===== config.mk =====
export PLATFORM = sky130hd
export DESIGN_NAME = smoothstep_speed_ramp_unit
export DESIGN_NICKNAME = d
export VERILOG_FILES = /design/src/sv/ssr_pkg.sv /design/src/sv/ssr_ctrl.sv /design/src/sv/ssr_dpath.sv /design/src/sv/smoothstep_speed_ramp_unit.sv
export SDC_FILE = /design/constraint.sdc
export NUM_CORES = 2
export LEC_CHECK = 0
export BUFFER_PORTS_ARGS = -buffer_cell sky130_fd_sc_hd__buf_2
export CORE_UTILIZATION = 25
export CTS_BUF_LIST = sky130_fd_sc_hd__clkbuf_8
export CTS_CLUSTER_SIZE = 8
export DETAILED_ROUTE_END_ITERATION = 6
export GPL_TIMING_DRIVEN = 0
export SLEW_MARGIN = 10
export SYNTH_ARGS = -nofsm -noshare
export SYNTH_HDL_FRONTEND = slang
export SYNTH_SLANG_ARGS = --single-unit

===== constraint.sdc =====
create_clock -name aclk -period 8.9 [get_ports aclk]
set_input_delay 0.445 -clock aclk [delete_from_list [all_inputs] [get_ports aclk]]
set_output_delay 0.445 -clock aclk [all_outputs]
set_load 0.01 [all_outputs]

===== src/sv/ssr_pkg.sv =====
// Shared types, codes and a helper function of the smoothstep speed ramp unit.
package ssr_pkg;

    // Default fraction width of the ramp position and easing values.
    localparam int FRAC_BITS_DEF = 16;

    // Field widths of the input and result beats.
    localparam int ACTION_W = 3;
    localparam int LEVEL_W = 16;
    localparam int TIME_W = 32;
    localparam int DUTY_W = 8;
    localparam int S_DATA_W = 72;
    localparam int M_DATA_W = 16;

    // Highest duty value.
    localparam logic [DUTY_W-1:0] DUTY_MAX = 8'd255;

    // Action codes of an input beat.
    localparam logic [ACTION_W-1:0] ACT_TICK = 3'd0;
    localparam logic [ACTION_W-1:0] ACT_START = 3'd1;
    localparam logic [ACTION_W-1:0] ACT_STOP = 3'd2;
    localparam logic [ACTION_W-1:0] ACT_SET = 3'd3;
    localparam logic [ACTION_W-1:0] ACT_FWD = 3'd4;
    localparam logic [ACTION_W-1:0] ACT_BWD = 3'd5;

    // Controller states, one-hot.
    typedef enum logic [5:0] {
        ST_IDLE = 6'b000001,
        ST_DIV  = 6'b000010,
        ST_SQ   = 6'b000100,
        ST_SMUL = 6'b001000,
        ST_MAG  = 6'b010000,
        ST_PUSH = 6'b100000
    } ssr_state_t;

    // Commands from the controller to the datapath.
    typedef struct packed {
        logic load;
        logic div_step;
        logic mul_sq;
        logic mul_s;
        logic mul_mag;
        logic push;
    } ssr_cmd_t;

    // Status from the datapath to the controller.
    typedef struct packed {
        logic calc_req;
        logic div_last;
    } ssr_stat_t;

    // Clamp a signed level to the duty range.
    function automatic logic [DUTY_W-1:0] clamp_level(input logic [LEVEL_W-1:0] raw);
        logic [DUTY_W-1:0] res;
        if (raw[LEVEL_W-1]) begin
            res = '0;
        end else if (raw[LEVEL_W-2:DUTY_W] != '0) begin
            res = DUTY_MAX;
        end else begin
            res = raw[DUTY_W-1:0];
        end
        return res;
    endfunction

endpackage


===== src/sv/ssr_ctrl.sv =====
// Controller state machine of the smoothstep speed ramp unit.
module ssr_ctrl (
    input  logic             aclk,
    input  logic             aresetn,
    input  logic             s_tvalid,
    output logic             s_tready,
    output logic             m_tvalid,
    input  logic             m_tready,
    input  ssr_pkg::ssr_stat_t stat,
    output ssr_pkg::ssr_cmd_t  cmd
);

    ssr_pkg::ssr_state_t state_reg, state_next;
    logic m_valid_reg, m_valid_next;
    logic out_free;

    assign out_free = !m_valid_reg || m_tready;
    assign s_tready = (state_reg == ssr_pkg::ST_IDLE);
    assign m_tvalid = m_valid_reg;

    // Sequence one item through the datapath steps.
    always_comb begin
        state_next = state_reg;
        cmd = '0;
        case (state_reg)
            ssr_pkg::ST_IDLE: begin
                if (s_tvalid) begin
                    cmd.load = 1'b1;
                    state_next = stat.calc_req ? ssr_pkg::ST_DIV : ssr_pkg::ST_PUSH;
                end
            end
            ssr_pkg::ST_DIV: begin
                cmd.div_step = 1'b1;
                if (stat.div_last) begin
                    state_next = ssr_pkg::ST_SQ;
                end
            end
            ssr_pkg::ST_SQ: begin
                cmd.mul_sq = 1'b1;
                state_next = ssr_pkg::ST_SMUL;
            end
            ssr_pkg::ST_SMUL: begin
                cmd.mul_s = 1'b1;
                state_next = ssr_pkg::ST_MAG;
            end
            ssr_pkg::ST_MAG: begin
                cmd.mul_mag = 1'b1;
                state_next = ssr_pkg::ST_PUSH;
            end
            ssr_pkg::ST_PUSH: begin
                if (out_free) begin
                    cmd.push = 1'b1;
                    state_next = ssr_pkg::ST_IDLE;
                end
            end
            default: begin
                state_next = ssr_pkg::ST_IDLE;
            end
        endcase
    end

    // Output beat valid flag.
    always_comb begin
        if (cmd.push) begin
            m_valid_next = 1'b1;
        end else if (m_tready) begin
            m_valid_next = 1'b0;
        end else begin
            m_valid_next = m_valid_reg;
        end
    end

    always_ff @(posedge aclk) begin
        if (!aresetn) begin
            state_reg <= ssr_pkg::ST_IDLE;
            m_valid_reg <= 1'b0;
        end else begin
            state_reg <= state_next;
            m_valid_reg <= m_valid_next;
        end
    end

endmodule


===== src/sv/ssr_dpath.sv =====
// Datapath of the smoothstep speed ramp unit: ramp state, divider, multipliers, output register.
module ssr_dpath #(
    parameter int FRAC_BITS = ssr_pkg::FRAC_BITS_DEF
) (
    input  logic                          aclk,
    input  logic                          aresetn,
    input  logic [ssr_pkg::S_DATA_W-1:0]  s_tdata,
    output logic [ssr_pkg::M_DATA_W-1:0]  m_tdata,
    input  ssr_pkg::ssr_cmd_t             cmd,
    output ssr_pkg::ssr_stat_t            stat
);

    localparam int F = FRAC_BITS;
    localparam int CW = $clog2(F + 1);
    localparam logic [F+1:0] THREE = {2'b11, {F{1'b0}}};
    localparam logic [F+1:0] ONE = {2'b01, {F{1'b0}}};
    localparam logic [CW-1:0] DIV_STEPS = CW'(F);

    // Input beat fields.
    logic [ssr_pkg::ACTION_W-1:0] in_action;
    logic [ssr_pkg::LEVEL_W-1:0]  in_first;
    logic [ssr_pkg::LEVEL_W-1:0]  in_final;
    logic [ssr_pkg::TIME_W-1:0]   in_time;

    assign in_action = s_tdata[2:0];
    assign in_first  = s_tdata[18:3];
    assign in_final  = s_tdata[34:19];
    assign in_time   = s_tdata[66:35];

    // Ramp state.
    logic        active_reg, active_next;
    logic [7:0]  duty_reg, duty_next;
    logic [7:0]  from_reg, from_next;
    logic [7:0]  to_reg, to_next;
    logic [31:0] len_reg, len_next;
    logic [31:0] elapsed_reg, elapsed_next;
    logic        line_a_reg, line_a_next;
    logic        line_b_reg, line_b_next;
    logic        fin_reg, fin_next;

    // Arithmetic working registers.
    logic [31:0]   rem_reg, rem_next;
    logic [F-1:0]  quo_reg, quo_next;
    logic [CW-1:0] cnt_reg, cnt_next;
    logic [F-1:0]  sq_reg, sq_next;
    logic [F:0]    s_reg, s_next;
    logic [ssr_pkg::M_DATA_W-1:0] out_reg, out_next;

    logic [31:0]    elapsed_inc;
    logic           ramp_end;
    logic [32:0]    rem_dbl;
    logic [32:0]    rem_sub;
    logic           rem_ge;
    logic [2*F-1:0] prod_sq;
    logic [F+1:0]   factor;
    logic [2*F+1:0] prod_s;
    logic [F+1:0]   s_raw;
    logic           up;
    logic [7:0]     abs_diff;
    logic [F+8:0]   prod_m;
    logic [8:0]     mag;
    logic [9:0]     duty_sum;
    logic [7:0]     duty_eased;

    // Saturating millisecond count and end-of-ramp test for a tick.
    assign elapsed_inc = (elapsed_reg == '1) ? elapsed_reg : elapsed_reg + 32'd1;
    assign ramp_end = (elapsed_inc >= len_reg);

    assign stat.calc_req = (in_action == ssr_pkg::ACT_TICK) && active_reg && !ramp_end;
    assign stat.div_last = (cnt_reg == CW'(1));

    // One restoring division step: one quotient bit of elapsed / length.
    assign rem_dbl = {rem_reg, 1'b0};
    assign rem_sub = rem_dbl - {1'b0, len_reg};
    assign rem_ge  = (rem_dbl >= {1'b0, len_reg});

    // Easing products, one per step.
    assign prod_sq = quo_reg * quo_reg;
    assign factor  = THREE - {1'b0, quo_reg, 1'b0};
    assign prod_s  = sq_reg * factor;
    assign s_raw   = prod_s[2*F+1:F];

    // Scaled duty offset, truncated toward zero, then clamped.
    assign up       = (to_reg >= from_reg);
    assign abs_diff = up ? (to_reg - from_reg) : (from_reg - to_reg);
    assign prod_m   = abs_diff * s_reg;
    assign mag      = prod_m[F+8:F];
    assign duty_sum = up ? ({2'b00, from_reg} + {1'b0, mag})
                         : ({2'b00, from_reg} - {1'b0, mag});
    always_comb begin
        if (duty_sum[9]) begin
            duty_eased = '0;
        end else if (duty_sum[8]) begin
            duty_eased = ssr_pkg::DUTY_MAX;
        end else begin
            duty_eased = duty_sum[7:0];
        end
    end

    // Next-state logic of all datapath registers.
    always_comb begin
        active_next  = active_reg;
        duty_next    = duty_reg;
        from_next    = from_reg;
        to_next      = to_reg;
        len_next     = len_reg;
        elapsed_next = elapsed_reg;
        line_a_next  = line_a_reg;
        line_b_next  = line_b_reg;
        fin_next     = fin_reg;
        rem_next     = rem_reg;
        quo_next     = quo_reg;
        cnt_next     = cnt_reg;
        sq_next      = sq_reg;
        s_next       = s_reg;
        out_next     = out_reg;

        if (cmd.load) begin
            fin_next = 1'b0;
            case (in_action)
                ssr_pkg::ACT_TICK: begin
                    if (active_reg) begin
                        elapsed_next = elapsed_inc;
                        if (ramp_end) begin
                            duty_next = to_reg;
                            active_next = 1'b0;
                            fin_next = 1'b1;
                        end else begin
                            rem_next = elapsed_inc;
                            quo_next = '0;
                            cnt_next = DIV_STEPS;
                        end
                    end
                end
                ssr_pkg::ACT_START: begin
                    from_next = active_reg ? duty_reg : ssr_pkg::clamp_level(in_first);
                    to_next = ssr_pkg::clamp_level(in_final);
                    len_next = in_time;
                    elapsed_next = '0;
                    duty_next = from_next;
                    active_next = 1'b1;
                    line_a_next = 1'b1;
                    line_b_next = 1'b0;
                end
                ssr_pkg::ACT_STOP: begin
                    line_a_next = 1'b0;
                    line_b_next = 1'b0;
                    duty_next = '0;
                    active_next = 1'b0;
                end
                ssr_pkg::ACT_SET: begin
                    duty_next = ssr_pkg::clamp_level(in_first);
                end
                ssr_pkg::ACT_FWD: begin
                    line_a_next = 1'b1;
                    line_b_next = 1'b0;
                end
                ssr_pkg::ACT_BWD: begin
                    line_a_next = 1'b0;
                    line_b_next = 1'b1;
                end
                default: begin
                end
            endcase
        end

        if (cmd.div_step) begin
            rem_next = rem_ge ? rem_sub[31:0] : rem_dbl[31:0];
            quo_next = {quo_reg[F-2:0], rem_ge};
            cnt_next = cnt_reg - CW'(1);
        end

        if (cmd.mul_sq) begin
            sq_next = prod_sq[2*F-1:F];
        end

        if (cmd.mul_s) begin
            s_next = (s_raw > ONE) ? ONE[F:0] : s_raw[F:0];
        end

        if (cmd.mul_mag) begin
            duty_next = duty_eased;
        end

        if (cmd.push) begin
            out_next = {4'b0000, fin_reg, active_reg, line_b_reg, line_a_reg, duty_reg};
        end
    end

    // Ramp state registers.
    always_ff @(posedge aclk) begin
        if (!aresetn) begin
            active_reg  <= 1'b0;
            duty_reg    <= '0;
            from_reg    <= '0;
            to_reg      <= '0;
            len_reg     <= '0;
            elapsed_reg <= '0;
            line_a_reg  <= 1'b0;
            line_b_reg  <= 1'b0;
            fin_reg     <= 1'b0;
            cnt_reg     <= '0;
        end else begin
            active_reg  <= active_next;
            duty_reg    <= duty_next;
            from_reg    <= from_next;
            to_reg      <= to_next;
            len_reg     <= len_next;
            elapsed_reg <= elapsed_next;
            line_a_reg  <= line_a_next;
            line_b_reg  <= line_b_next;
            fin_reg     <= fin_next;
            cnt_reg     <= cnt_next;
        end
    end

    // Payload registers.
    always_ff @(posedge aclk) begin
        rem_reg <= rem_next;
        quo_reg <= quo_next;
        sq_reg  <= sq_next;
        s_reg   <= s_next;
        out_reg <= out_next;
    end

    assign m_tdata = out_reg;

endmodule


===== src/sv/smoothstep_speed_ramp_unit.sv =====
// Top level of the smoothstep speed ramp unit for an H-bridge motor drive.
//
// The slave channel takes one command beat at a time: tick (one millisecond),
// start ramp, stop, set duty, forward or backward. For every accepted beat the
// master channel returns exactly one result beat with the duty, both bridge
// lines, the ramping flag and the finished flag after that command.
// A beat that needs no easing (any command other than a tick that keeps a
// running ramp going) is loaded and then pushed into the output register;
// a new beat is taken only after its result has been pushed. A tick that keeps
// a running ramp going runs a bit-serial divide for FRAC_BITS quotient bits
// and three multiply steps (square, scale, magnitude) before its result is pushed.
// Results sit in an output register; a new beat is taken while a result
// waits there. When the receiver stalls, the next result is held in the
// datapath and s_tready stays low until the output register frees up.
// Reset (aresetn low, synchronous) clears the ramp, the duty and both bridge
// lines and drops any beat that waits to be delivered.
module smoothstep_speed_ramp_unit #(
    parameter int FRAC_BITS = ssr_pkg::FRAC_BITS_DEF
) (
    input  logic                         aclk,
    input  logic                         aresetn,
    // s_tdata: action[2:0], first_level[18:3], final_level[34:19], ramp_time[66:35]
    input  logic [ssr_pkg::S_DATA_W-1:0] s_tdata,
    input  logic                         s_tvalid,
    output logic                         s_tready,
    // m_tdata: pwm_duty[7:0], bridge_a[8], bridge_b[9], ramping[10], finished[11]
    output logic [ssr_pkg::M_DATA_W-1:0] m_tdata,
    output logic                         m_tvalid,
    input  logic                         m_tready
);

    ssr_pkg::ssr_cmd_t  cmd;
    ssr_pkg::ssr_stat_t stat;

    // Controller.
    ssr_ctrl u_ctrl (
        .aclk     (aclk),
        .aresetn  (aresetn),
        .s_tvalid (s_tvalid),
        .s_tready (s_tready),
        .m_tvalid (m_tvalid),
        .m_tready (m_tready),
        .stat     (stat),
        .cmd      (cmd)
    );

    // Datapath.
    ssr_dpath #(
        .FRAC_BITS (FRAC_BITS)
    ) u_dpath (
        .aclk    (aclk),
        .aresetn (aresetn),
        .s_tdata (s_tdata),
        .m_tdata (m_tdata),
        .cmd     (cmd),
        .stat    (stat)
    );

    // Only one item is in work at a time.
    assert property (@(posedge aclk) disable iff (!aresetn)
        (s_tvalid && s_tready) |=> !s_tready)
        else $error("input accepted while an item is still in work");

    // A result is loaded only when the output register is free.
    assert property (@(posedge aclk) disable iff (!aresetn)
        cmd.push |-> (!m_tvalid || m_tready))
        else $error("result overwrote an undelivered beat");

    // A finished ramp is no longer ramping.
    assert property (@(posedge aclk) disable iff (!aresetn)
        (m_tvalid && m_tdata[11]) |-> !m_tdata[10])
        else $error("finished and ramping flags both set");

endmodule

==> impl_metrics.yaml <==
outcome:
  status: "finished, violations left"
  failed_checks: "setup timing"
clocking:
  cts_buffer_depth: 2
  clk_latency_ns: 0.60
  cts_max_level: 4
  cts_buffers: 17
  clock_sinks: 197
  clkTransAtPathRegs_ns: 0.15
  cts-root-buf: "clkbuf_8"
  tritoncts: "yes"
critical_path:
  worstSetupStartpointType: "register"
  r2r_setup_slack_ns: -0.83
  crit_end: "u_dpath.duty_reg[7]"
  crit_arrival_ns: 10.18
  critPathKind: "register to register"
  crit_path_top_delay_cell: "fa_1"
  timing.rr.end: "u_dpath.duty_reg[7]"
  r2r_cells: 47
  critical_path.max_stage_delay_ns: 0.55
  cp_max_fo: 8
  crit_start: "u_dpath.to_reg[0]"
  cp-end-kind: "register"
  cp_common_cell: "fa_1"
  cp_data_required_time_ns: 9.36
  reg2reg_from: "u_dpath.to_reg[0]"
logic_synthesis:
  netlist_instances: 3621
  synth_async_sr_flop_share: 0
  synth_xor_area_frac: 0.03491
  synth_edf_count: 93
  yosysWarningCount: 0
  yosysSeqAreaShare: 0.1535
  synth-adder-area-share: 0.4231
  synth_flop_cell: "dfxtp_1"
  synth_area_per_cell_sq_um: 8.770
  synth-compound-area-share: 0.1022
  synth_cell_types: 81
  synthMuxAreaShare: 0.008943
  synth_top_family_by_area: "adder cells"
  synth_seq_cells: 197
  synthSimpleGateAreaFrac: 0.1819
  syn_area_sq_um: 31760
sta:
  worstMarginPinSlew_ns: 1.014
  final-setup-viol-count: 8
  fin_crit_sh: 1.093
  hold_violations: 0
  rsz0062_at_grt: "true"
  max_slew_margin: 0.3179
  worst_slack_ns: -0.8262
  fmax_ghz: 0.1028
  finalClockSkew_ns: 0.04331
  period_minus_slack_ns: 9.726
  slew_violations: 0
route:
  routedWlPerCell_microns: 15.67
  vias: 24943
  dr.first_iter.drc_count: 1362
  ant_nets: 0
  dr.pass1.iters: 5
  drc: 0
  routed_wl_microns: 85830
  vias_per_cell: 4.555
place:
  dp_hpwl_microns: 70820
  postPlaceCellArea_sq_um: 34490
  portBuffers: 81
  gp_congestion: 0.8858
final_layout:
  mostFrequentLayoutCells: "inv_1, fa_1, nand2_1"
  final_area_sq_um: 36490
  area_growth_pct: 14.90
  drive_above_1_share: 0.1044
  nNetsFinal: 4682
  layout_commonest_cell: "inv_1"
power_and_ir_drop:
  p_total_uw: 3373
  p_per_area_nw_per_um2: 92.44
  pwr-share-clk: 0.200
  p_leak_uw: 0.01656
  comb_power_share: 0.508
  sw_frac_of_total: 0.4162
  internal_power_uw: 1969
  power_frac_seq: 0.292
  max-vdd-ir-drop_v: 0.0001237
  p_sw_uw: 1404
floorplan:
  pin_count: 94
  die_h_microns: 358.4
  core_area_sq_um: 125700
  placementRows: 130
  initial_utilization: 0.2526
  die_w_microns: 358.4
  dieArea_sq_um: 128500
global_route:
  grt_pass1_wl_microns: 138100
  gr-total-overflow: 0
  grt_start_max_net_pins: 25
  grt_usage: 0.1362
  antenna_found_initial: 6
  grt_pass1_vias: 25506
flow_run:
  cap_violations: 0
worst_hold_path:
  hold_class: "primary input to register"
-- cell families (layout without fill, tap and decap cells) --
| group | after synthesis | after routing |
|---|---|---|
| simple gates | 1182 | 1182 |
| mux | 28 | 28 |
| buf+inv | 801 | 1000 |
| fa+ha+maj | 796 | 796 |
| other cells | 1 | 7 |
| flops | 197 | 197 |
| compound gates | 491 | 491 |
| xor+xnor | 125 | 125 |
-- critical path, delay by kind of cell, from the launching register on --
| kind | cells | cell delay (ns) |
|---|---|---|
| compound gates | 18 | 2.94 |
| xor+xnor | 3 | 0.85 |
| fa+ha+maj | 8 | 3.08 |
| buf+inv | 10 | 0.96 |
| flops | 1 | 0.40 |
| simple gates | 8 | 1.39 |
-- how the worst min path moves through the flow --
stage               slack (ns)            start                  end  cells after the start
floorplan                 0.41  u_dpath.fin_reg  u_dpath.m_tdata[11]                      0
global route              0.06      s_tdata[40]   u_dpath.len_reg[5]                      3
detailed placement        0.44  u_dpath.fin_reg  u_dpath.m_tdata[11]                      0
CTS                       0.03      s_tdata[45]  u_dpath.len_reg[10]                      3
global placement          0.45  u_dpath.fin_reg  u_dpath.m_tdata[11]                      0
finish                    0.07      s_tdata[45]  u_dpath.len_reg[10]                      3
-- layout make-up --
class,instances,area (sq um)
fill,13301,89240
multi-input combinational,2626,24810
sequential,197,4896
inverter,657,2470
tap,1650,2064
timing repair buffer,173,1189
buffer,138,600.6
clock buffer,17,234.0
clock inverter,15,217.7
antenna,3,7.507
-- power by group through the flow --
stage | logic, uW | registers, uW | clock network (uW)
2_1_floorplan | 1130 | 1000 | 0
3_3_place_gp | 1460 | 1010 | 0
3_5_place_dp | 1490 | 1010 | 0
4_1_cts | 1640 | 985 | 700
5_1_grt | 1930 | 986 | 725
6_report | 1710 | 985 | 675
-- cell usage after synthesis (27+ instances only) --
library cell    n  area [sq um]
nand3_1        32         160.2
and2_1        234          1464
dfxtp_1       104          2082
a21boi_0       41         307.8
ha_1          333          4167
fa_1          463          9269
nor2_1        208         780.8
o21a_1         30         225.2
nor2b_1        98         613.1
inv_1         655          2459
a21o_1         51         382.9
xor2_1         49         429.2
a21oi_1       152         760.7
o21ai_0        50         250.2
nor3_1         62         310.3
edfxtp_1       93          2793
xnor2_1        75         656.9
clkbuf_1      120         450.4
nand2_1       426          1599
a22oi_1        27         202.7
-- routing by layer --
metal	vias up	part of all wire	global-route usage
li1	11881	-	-
met1	12400	0.46	0.1883
met2	585	0.47	0.2238
met3	75	0.055	0.01675
met4	2	0.019	0.03515
met5	-	0.00015	0
-- through the flow --
step                      cells  worst slack, ns  TNS, ns    util  hold WS [ns]
after floorplan            3624          -0.1373   -1.015       -        0.4087
after global placement     5355           -2.443  -164.32  0.2735        0.4494
after detailed placement   5359           -1.958   -44.74  0.2743        0.4449
after CTS                  5446          -0.7419   -5.809  0.2864       0.02666
after global routing       5474           -1.241   -10.12  0.2902       0.05683
final                      5476          -0.8262   -6.364  0.2902       0.07299
-- what timing repair did --
| item | in CTS | in global routing |
|---|---|---|
| resized for setup | 127 | 60 |
| setup endpoints to repair | 25 | 25 |
| pin swaps | 73 | 83 |
| buffers inserted | 56 | 32 |
| hold buffers | 0 | 0 |
| cloned | 0 | 0 |
No activity file was read; power rests on OpenSTA's default activity.
